===== config.mk =====
export PLATFORM = sky130hd
export DESIGN_NAME = stream_link_ranking_sorter_top
export DESIGN_NICKNAME = d
export VERILOG_FILES = /design/src/design/slrs_pkg.sv /design/src/design/stream_link_ranking_sorter_top.sv
export VERILOG_INCLUDE_DIRS = /design/src /design/src/design
export SDC_FILE = /design/constraint.sdc
export NUM_CORES = 1
export LEC_CHECK = 0
export BUFFER_PORTS_ARGS = -buffer_cell sky130_fd_sc_hd__buf_2
export CORE_ASPECT_RATIO = 1.1
export CORE_MARGIN = 5
export CORE_UTILIZATION = 50
export CTS_CLUSTER_DIAMETER = 30
export CTS_CLUSTER_SIZE = 24
export DETAILED_ROUTE_END_ITERATION = 8
export PLACE_DENSITY = 0.72
export SKIP_LAST_GASP = 1
export SYNTH_ARGS = -nofsm -noshare
export SYNTH_HDL_FRONTEND = slang
export SYNTH_SLANG_ARGS = --single-unit

===== constraint.sdc =====
create_clock -name clk -period 17.4 [get_ports clk]
set_input_delay 1.74 -clock clk [delete_from_list [all_inputs] [get_ports clk]]
set_output_delay 1.74 -clock clk [all_outputs]
set_load 0.01 [all_outputs]

===== src/design/assert_macros.svh =====
// assertion macros shared by the link sorter rtl
`ifndef ASSERT_MACROS_SVH
`define ASSERT_MACROS_SVH

// property checked on every clock edge outside reset
`define ASSERT_ALWAYS(lbl, prop, msg) \
	lbl: assert property (@(posedge clk) disable iff (!arst_n) (prop)) else $error(msg);

// consequence checked in the cycle after the trigger
`define ASSERT_NEXT(lbl, trig, cons, msg) \
	lbl: assert property (@(posedge clk) disable iff (!arst_n) (trig) |=> (cons)) else $error(msg);

`endif


===== src/design/slrs_pkg.sv =====
// package: link record type, sizes, register indexes and the ordering compare
`timescale 1ns / 1ps

package slrs_pkg;

	// store depth and derived widths
	localparam int MAX_LINKS = 16;
	localparam int IDX_W     = (MAX_LINKS > 1) ? $clog2(MAX_LINKS) : 1;
	localparam int CNT_W     = $clog2(MAX_LINKS + 1);

	// field widths
	localparam int TAG_W  = 16;
	localparam int RANK_W = 16;
	localparam int RATE_W = 20;

	// configuration port
	localparam int CFG_IDX_W = 1;
	localparam int CFG_DAT_W = RATE_W;
	localparam logic [CFG_IDX_W-1:0] REG_MIN_BITRATE = 1'b0;
	localparam logic [CFG_IDX_W-1:0] REG_MAX_BITRATE = 1'b1;
	localparam logic [RATE_W-1:0]    MAX_RATE_RESET  = '1;

	// input commands
	localparam logic CMD_ADD      = 1'b0;
	localparam logic CMD_FINALIZE = 1'b1;

	typedef struct packed {
		logic [TAG_W-1:0]  tag;
		logic [RANK_W-1:0] rank;
		logic [RATE_W-1:0] bitrate;
	} link_rec_t;

	// true if record a goes out before record b
	function automatic logic link_before(link_rec_t a, logic a_play,
			link_rec_t b, logic b_play);
		logic r;
		if (a_play != b_play) begin
			r = a_play;
		end else if (a_play) begin
			r = (a.rank != b.rank) ? (a.rank > b.rank) : (a.bitrate > b.bitrate);
		end else begin
			r = (a.bitrate != b.bitrate) ? (a.bitrate < b.bitrate) : (a.rank > b.rank);
		end
		return r;
	endfunction

endpackage


===== src/design/stream_link_ranking_sorter_top.sv =====
// link ranking sorter: collects link records and, on finalize, streams them
// out playable first (rank then bit rate, both descending), then stuttering
// (bit rate ascending, rank descending), equal keys in arrival order. A
// finalize over n stored links runs one selection pass per result: each pass
// scans the store through its single read port into one shared compare unit
// and can be held by an output stall; input is stalled until the last result
// is loaded into the output register.
`timescale 1ns / 1ps

module stream_link_ranking_sorter_top (
	input  logic                             clk,
	input  logic                             arst_n,
	// input channel
	input  logic                             in_valid,
	output logic                             in_stall,
	input  logic                             command,
	input  logic [slrs_pkg::TAG_W-1:0]       link_tag,
	input  logic [slrs_pkg::RANK_W-1:0]      link_rank,
	input  logic [slrs_pkg::RATE_W-1:0]      link_bitrate,
	// output channel
	output logic                             out_valid,
	input  logic                             out_stall,
	output logic [slrs_pkg::TAG_W-1:0]       out_tag,
	output logic [slrs_pkg::RANK_W-1:0]      out_rank,
	output logic [slrs_pkg::RATE_W-1:0]      out_bitrate,
	output logic                             is_stuttering,
	output logic                             dropped_any,
	output logic                             last_item,
	// configuration
	input  logic                             cfg_we,
	input  logic [slrs_pkg::CFG_IDX_W-1:0]   cfg_index,
	input  logic [slrs_pkg::CFG_DAT_W-1:0]   cfg_data
);
	import slrs_pkg::*;

	typedef enum logic [3:0] {
		ST_IDLE  = 4'b0001,
		ST_SCAN  = 4'b0010,
		ST_DRAIN = 4'b0100,
		ST_EMIT  = 4'b1000
	} state_t;

	state_t                state_q;
	logic [RATE_W-1:0]     min_rate_q;
	logic [RATE_W-1:0]     max_rate_q;
	logic [CNT_W-1:0]      count_q;
	logic [CNT_W-1:0]      done_q;
	logic                  ovf_q;
	logic [MAX_LINKS-1:0]  emitted_q;
	logic [IDX_W-1:0]      rd_idx_q;

	link_rec_t             store_mem [MAX_LINKS];
	link_rec_t             rd_rec_s1;
	logic [IDX_W-1:0]      rd_idx_s1;
	logic                  rd_vld_s1;

	link_rec_t             best_q;
	logic                  best_play_q;
	logic [IDX_W-1:0]      best_idx_q;
	logic                  best_vld_q;

	logic                  out_valid_q;
	link_rec_t             out_rec_q;
	logic                  out_stut_q;
	logic                  out_drop_q;
	logic                  out_last_q;

	logic                  in_beat;
	logic                  add_ok;
	logic                  last_rd;
	logic                  cand_play;
	logic                  cand_take;
	logic                  out_load;
	logic                  last_pick;
	link_rec_t             in_rec;

	// handshake and decode
	assign in_stall  = (state_q != ST_IDLE);
	assign in_beat   = in_valid && !in_stall;
	assign add_ok    = in_beat && (command == CMD_ADD) && (count_q < CNT_W'(MAX_LINKS));
	assign in_rec    = '{tag: link_tag, rank: link_rank, bitrate: link_bitrate};
	assign last_rd   = (CNT_W'(rd_idx_q) == count_q - CNT_W'(1));
	assign last_pick = (done_q + CNT_W'(1) == count_q);
	assign out_load  = (state_q == ST_EMIT) && (!out_valid_q || !out_stall);

	// shared compare unit: window test and ordering against the best so far
	assign cand_play = (rd_rec_s1.bitrate >= min_rate_q) && (rd_rec_s1.bitrate <= max_rate_q);
	assign cand_take = rd_vld_s1 && !emitted_q[rd_idx_s1] &&
		(!best_vld_q || link_before(rd_rec_s1, cand_play, best_q, best_play_q));

	// link store, one write and one registered read port
	always_ff @(posedge clk) begin
		if (add_ok) begin
			store_mem[count_q[IDX_W-1:0]] <= in_rec;
		end
		rd_rec_s1 <= store_mem[rd_idx_q];
		rd_idx_s1 <= rd_idx_q;
	end

	// configuration registers
	always_ff @(posedge clk or negedge arst_n) begin
		if (!arst_n) begin
			min_rate_q <= '0;
			max_rate_q <= MAX_RATE_RESET;
		end else if (cfg_we) begin
			unique case (cfg_index)
				REG_MIN_BITRATE: min_rate_q <= cfg_data;
				REG_MAX_BITRATE: max_rate_q <= cfg_data;
				default: ;
			endcase
		end
	end

	// sequencer: add, scan passes and emit
	always_ff @(posedge clk or negedge arst_n) begin
		if (!arst_n) begin
			state_q    <= ST_IDLE;
			count_q    <= '0;
			done_q     <= '0;
			ovf_q      <= 1'b0;
			emitted_q  <= '0;
			rd_idx_q   <= '0;
			rd_vld_s1  <= 1'b0;
			best_vld_q <= 1'b0;
		end else begin
			rd_vld_s1 <= (state_q == ST_SCAN);
			unique case (state_q)
				ST_IDLE: begin
					if (in_beat && command == CMD_ADD) begin
						if (add_ok) begin
							count_q <= count_q + CNT_W'(1);
						end else begin
							ovf_q <= 1'b1;
						end
					end else if (in_beat) begin
						if (count_q == '0) begin
							ovf_q <= 1'b0;
						end else begin
							state_q    <= ST_SCAN;
							rd_idx_q   <= '0;
							done_q     <= '0;
							emitted_q  <= '0;
							best_vld_q <= 1'b0;
						end
					end
				end
				ST_SCAN: begin
					if (last_rd) begin
						state_q <= ST_DRAIN;
					end else begin
						rd_idx_q <= rd_idx_q + IDX_W'(1);
					end
				end
				ST_DRAIN: begin
					state_q <= ST_EMIT;
				end
				ST_EMIT: begin
					if (out_load) begin
						emitted_q[best_idx_q] <= 1'b1;
						done_q     <= done_q + CNT_W'(1);
						best_vld_q <= 1'b0;
						rd_idx_q   <= '0;
						if (last_pick) begin
							state_q <= ST_IDLE;
							count_q <= '0;
							ovf_q   <= 1'b0;
						end else begin
							state_q <= ST_SCAN;
						end
					end
				end
				default: state_q <= ST_IDLE;
			endcase
			if (cand_take) begin
				best_vld_q <= 1'b1;
			end
		end
	end

	// best candidate payload
	always_ff @(posedge clk) begin
		if (cand_take) begin
			best_q      <= rd_rec_s1;
			best_play_q <= cand_play;
			best_idx_q  <= rd_idx_s1;
		end
	end

	// output register
	always_ff @(posedge clk or negedge arst_n) begin
		if (!arst_n) begin
			out_valid_q <= 1'b0;
		end else if (out_load) begin
			out_valid_q <= 1'b1;
		end else if (!out_stall) begin
			out_valid_q <= 1'b0;
		end
	end

	always_ff @(posedge clk) begin
		if (out_load) begin
			out_rec_q  <= best_q;
			out_stut_q <= !best_play_q;
			out_drop_q <= ovf_q;
			out_last_q <= last_pick;
		end
	end

	assign out_valid     = out_valid_q;
	assign out_tag       = out_rec_q.tag;
	assign out_rank      = out_rec_q.rank;
	assign out_bitrate   = out_rec_q.bitrate;
	assign is_stuttering = out_stut_q;
	assign dropped_any   = out_drop_q;
	assign last_item     = out_last_q;

	// checks
	`include "assert_macros.svh"

	`ASSERT_ALWAYS(a_count_bound, count_q <= CNT_W'(MAX_LINKS), "link count beyond store depth")
	`ASSERT_ALWAYS(a_done_bound, (state_q == ST_IDLE) || (done_q < count_q), "emit count overran store")
	`ASSERT_ALWAYS(a_emit_has_best, (state_q != ST_EMIT) || best_vld_q, "emit with no candidate picked")
	`ASSERT_NEXT(a_last_clears, out_load && last_pick, (state_q == ST_IDLE) && (count_q == '0) && !ovf_q, "store not cleared after last beat")

endmodule


-- After elaboration in Yosys (flattened, before gate mapping)
Memories as Yosys holds them, arrays and structs flattened. A register that Yosys moved wholly into a read port is not among the register bits.
Index checks and enable logic that the tools add are counted.
- logic and storage cells: 148
- flip-flop bits (word level): 194
- output and inout bits: 57
- memories kept: 1
- bits in writable memories: 832
- memory list (name ; depth ; bits a word ; read ports ; clocked after memory_dff ; wr ports ; RTL line ; RTL):
    store_mem ; 16 ; 52 ; 1 ; 1 ; 1 ; stream_link_ranking_sorter_top.sv:52 ; link_rec_t store_mem [MAX_LINKS];
- add/subtract/negate cells: 4
- reductions and logical operators: 28
- magnitude comparators: 9
- equality and inequality tests: 27
- bitwise gates (word level): 3
- muxes and demuxes: 53
- operators by type and width (kind ; number):
    2-to-1 mux 16 bit ; 4
    2-to-1 mux 4 bit ; 10
    2-to-1 mux 5 bit ; 8
    one-hot mux 16 bit (2 select lines) ; 1
    2-to-1 mux 1 bit ; 21
    inequality test 3 bit (second input constant) ; 7
    >= comparator 20 bit ; 1
    > comparator 20 bit ; 1
    less-or-equal comparator 20 bit ; 1
    < comparator 20 bit ; 1
    inequality test 20 bit ; 1
    one-hot mux 5 bit (2 select lines) ; 2
    AND reduction 5 bit ; 4
    inequality test 2 bit (second input constant) ; 9
    > comparator 16 bit ; 1
    inequality test 16 bit ; 1
    bitwise OR 16 bit ; 1
    one-hot mux 4 bit (4 select lines) ; 1
    one-hot mux 4 bit (3 select lines) ; 1
    AND reduction 6 bit ; 2
    adder 5 x 1 -> 5 bit (second input constant) ; 2
    < comparator 4 x 5 -> 1 bit (second input constant) ; 2
    logical AND 1 bit ; 8
    zero test 1 bit ; 6
    other kinds (23) ; 28

-- Depth between registers and ports, before layout
- word-level depth: 8
- gate-level depth with buffers: 10
- mapped depth without buffers: 9

-- Worst setup path after synthesis
OpenSTA, ideal clock, no wires.
- kind: input to register
- start: input command
- end: memory store_mem[3][0] in the netlist's numbering, enable pin
- buffers on the path: 0
- slack: 10.969 ns
- stages: 4
- data required time: 16.874 ns
- library setup time: 0.526 ns
- arrival: 5.905 ns
- path through: nand3b_1 nor2_2 nand2_1 nor3_1
- cells in the longest elaborated chain, start to end: 5
- ends and longest elaborated chain (what ; RTL line ; RTL):
    start: declaration ; stream_link_ranking_sorter_top.sv:16 ; input logic command,
    inverter 1 bit ; stream_link_ranking_sorter_top.sv:80 ; assign add_ok = in_beat && (command == CMD_ADD) && (count_q < CNT_W'(MAX_LINKS));
    logical AND 1 bit (2 in series) ; stream_link_ranking_sorter_top.sv:80 ;
    2-to-1 mux 1 bit ; stream_link_ranking_sorter_top.sv:93 ; if (add_ok) begin
    2-to-1 mux 1 bit (not written as such) ; stream_link_ranking_sorter_top.sv:94 ; store_mem[count_q[IDX_W-1:0]] <= in_rec;
    end: declaration ; stream_link_ranking_sorter_top.sv:52 ;
No other way between the ends.

-- Worst setup path after layout
- start: register best_q[35] in the netlist's numbering
- end: register best_q[23] in the netlist's numbering, enable pin
- cells in the longest elaborated chain, start to end: 6
- ends and longest elaborated chain (what ; RTL line ; RTL):
    start: declaration ; stream_link_ranking_sorter_top.sv:57 ; link_rec_t best_q;
    start signal: assignment ; stream_link_ranking_sorter_top.sv:183 ; best_q <= rd_rec_s1;
    > comparator 16 bit / inequality test 16 bit (equally long branches) ; slrs_pkg.sv:40, slrs_pkg.sv:42 ;
    2-to-1 mux 1 bit (on tied branches) ; slrs_pkg.sv:42, slrs_pkg.sv:40 ;
    2-to-1 mux 1 bit (*) ; slrs_pkg.sv:39 ; end else if (a_play) begin
    2-to-1 mux 1 bit (*) ; slrs_pkg.sv:37 ; if (a_play != b_play) begin
    logical OR 1 bit (*) ; stream_link_ranking_sorter_top.sv:89 ; (!best_vld_q || link_before(rd_rec_s1, cand_play, best_q, best_play_q));
    logical AND 1 bit (*) ; stream_link_ranking_sorter_top.sv:88 ; assign cand_take = rd_vld_s1 && !emitted_q[rd_idx_s1] &&
    net cand_take ; stream_link_ranking_sorter_top.sv:72 ; logic cand_take;
Mark *: on every way through the listed nets, which the timed path passes. The rest lies on a longest branch.
A chain may end at the register's enable or synchronous reset.

==> reports/metrics.yaml <==
status: "complete, no violations"
core_region_area_um2: 83100
synth_largest_type_area_fraction: 0.679
post-cts-setup-buffers: 0
synth-warning-count: 0
cts-root-to-sink-buffers: 3
die_height_um: 313
starting_density: 0.502
max_slew.worst_pin.slew_ns: 1.35
drt_iter0_drc: 2052
timing.rr.start: "best_q[35]"
dominantRegCellSynth: "edfxtp_1"
final-hold-violation-count: 0
max-cap-violations: 0
fill_count: 5816
number_of_antenna_violations_at_the_first_check_in_global_routing: 11
area_growth_pct: 18.9
synth.ff_latch_count: 1078
setup.worst_path.class: "reg -> reg"
min_path_type: "reg -> reg"
critical_path.endpoint_type: "flop"
postSynthCellCount: 2322
cts.repair.resized: 0
power_density_nw_per_um2: 152
post_synth_edffs: 944
critical_path_peak_fanout: 30
rr_worst_depth: 10
grt_usage: 0.206
final_period_minus_worst_setup_slack_ns: 4.37
max_slew_margin: 0.100
detail_route.vias_per_cell: 5.87
r2r_end: "best_q[23]"
io_buffers: 135
clkTransAtPathRegs_ns: 0.05
rows: 111
vias: 22200
global_route_wire_length_before_repair_um: 140000
leakage_power_summed_over_all_cells_nw: 17.1
min_path_cells: 0
pre_antenna_drt_iters: 5
most_frequent_standard_cell_in_the_layout_excluding_fill_and_tap_cells: "edfxtp_1"
p_total_mw: 7.52
min_to: "best_q[45]"
place_hpwl_um: 49700
tritoncts: "built"
fin_skew_ns: 0.0265
final_cell_mix: "edfxtp_1 (944), clkbuf_16 (170), mux2i_1 (157), o21ai_0 (137), buf_2 (134)"
insertion_delay_to_the_later_sink_of_the_worst_skew_pair_ns: 0.74
floorplan.io_pins: 136
finalSetupViolCount: 0
route.final.wire_length_um: 92800
vdd_ir_drop_max_mv: 0.103
ys_types: 63
dpl_cell_area_um2: 43700
postSynth.asyncResetShare: 0.0724
post_synth_net_total: 2483
stdcell_area_um2: 49600
synthesis.area_per_instance_um2: 18.0
timing.critical_path.required_ns: 17.76
remaining_antenna_violation_count_after_routing: 0
yosys-top-cells-area: "edfxtp_1 (68%), mux4_2 (5.6%), mux2i_1 (3.8%)"
die-width_um: 285
max_freq_mhz: 229
drt-wirelength-per-cell_um: 24.5
first_global_vias: 23400
rrSetupSlack_ns: 13.03
final_layout_size_suffix_gt1_frac: 0.251
seq_area_frac_synth: 0.754
die-area_um2: 89300
rsz0062_at_grt: "false"
hold_ws_ns: 0.400
gp_congestion: 0.831
timing_max_transition_violations_final: 0
remaining_drc_errors: 0
clock_sink_count: 1078
cp.arrival_ns: 4.73
total_cts_buffers: 169
grt_max_degree: 67
setup.worst_path.start_class: "flop"
cts_root_buffer: "clkbuf_16"
total_negative_setup_slacks_ns: 0
post-synth-top-area-cell: "edfxtp_1"
min-delay-start: "rd_rec_s1[45]"
timing.final.crit_share: 0.251
ctsHtreeMaxLevel: 4
holdBufCountCts: 0
syn-cell-area_um2: 41700
grt-ovfl-total: 0
place_inst: 3469
nNetsFinal: 2728
layout.cells.non_filler: 3790
[critical path, stage by stage, from the launching register on]
cell,delay (ns)
edfxtp_1,0.34
inv_1,0.05
ha_1,0.31
nand4_1,0.28
or2_1,0.36
a211oi_1,0.20
nor3_1,0.21
o211a_1,0.30
o22a_1,0.24
a21oi_4,1.00
buf_4,0.65
[state kept, by name (all words and copies together), names as in the netlist, 4 cells and up]
register / flops
done_q: 5
rd_idx_q: 4
best_idx_q: 4
max_rate_q: 20
rd_idx_s1: 4
out_tag: 16
rd_rec_s1: 52
state_q: 4
out_rank: 16
out_bitrate: 20
emitted_q: 16
store_mem: 832
best_q: 52
count_q: 5
min_rate_q: 20
[worst max-delay path by stage]
stage                                   to  startpoint  slack [ns]  cells past startpoint
after floorplan            store_mem[3][0]     command       10.97                      4
after global placement    store_mem[5][44]     command       12.93                      6
after detailed placement  store_mem[4][44]     command       12.80                      6
after CTS                       best_q[22]  best_q[35]       13.07                     10
after global routing            best_q[24]  best_q[35]       12.80                     10
final                           best_q[23]  best_q[35]       13.03                     10
[cells by family (layout without fill, tap and decap cells)]
kind of cell	count (synthesis)	in the layout	share of synthesized area
and+or+nand+nor	231	231	0.0255
xor gates and xnor gates	15	15	0.00315
adders and majority gates	82	82	0.0246
muxes	340	340	0.117
buffers and inverters	185	576	0.0185
DFF	1078	1078	0.754
other	0	4	0
AOI/OAI and AO/OA	391	391	0.0580
[power by group]
group	switching, mW	internal, mW	total (mW)	leakage [nW]
clock	1.22	2.18	3.40	2.83
sequential	0.124	2.99	3.12	9.93
combinational	0.551	0.447	0.997	4.32
total	1.89	5.62	7.52	17.1
[layer usage]
layer  routed length, µm  GRT usage  up-vias  share of wire
met5                  21          0        -        0.00023
met4                2560     0.0732        4          0.028
met3                6300     0.0412      195          0.068
met2               46500      0.345      894           0.50
met1               37400      0.273    11400           0.40
li1                    -          -     9761              -
[metrics by stage]
stage               worst slack [ns]   util
global route                   12.80  0.597
global placement               12.93  0.526
floorplan                      10.97      -
detailed placement             12.80  0.526
CTS                            13.07  0.597
finish                         13.03  0.597
[Yosys cell counts (3+ instances only)]
| master | count |
|---|---|
| xnor2_1 | 7 |
| a21oi_1 | 101 |
| mux4_1 | 4 |
| a21o_1 | 7 |
| dfstp_2 | 21 |
| nand4_1 | 14 |
| buf_4 | 8 |
| a22oi_1 | 52 |
| and2_1 | 3 |
| o21ai_1 | 3 |
| dfxtp_1 | 56 |
| clkbuf_1 | 50 |
| nand2b_1 | 7 |
| ha_1 | 82 |
| nand3_1 | 12 |
| mux2_2 | 75 |
| a211oi_1 | 4 |
| nand2_1 | 112 |
| nor2_1 | 50 |
| o21ai_0 | 137 |
| buf_1 | 3 |
| and4_1 | 3 |
| a221oi_1 | 54 |
| nor3_1 | 8 |
| buf_2 | 37 |
| o211ai_1 | 3 |
| mux4_2 | 104 |
| nor2b_1 | 7 |
| mux2i_1 | 157 |
| edfxtp_1 | 944 |
| inv_1 | 85 |
| xor2_1 | 8 |
| a31oi_1 | 7 |
| dfrtp_1 | 57 |
[area by class of cell]
class | count | area [µm²] | area share
Clock buffer | 191 | 4360 | 0.0880
Clock inverter | 126 | 1500 | 0.0302
Timing Repair Buffer | 172 | 956 | 0.0193
Inverter | 87 | 328 | 0.00661
Antenna cell | 4 | 10.0 | 0.000202
Multi-Input combinational cell | 1059 | 9640 | 0.194
Sequential cell | 1078 | 31500 | 0.634
Tap cell | 1073 | 1340 | 0.0271
(Power assumes the default switching activity.)
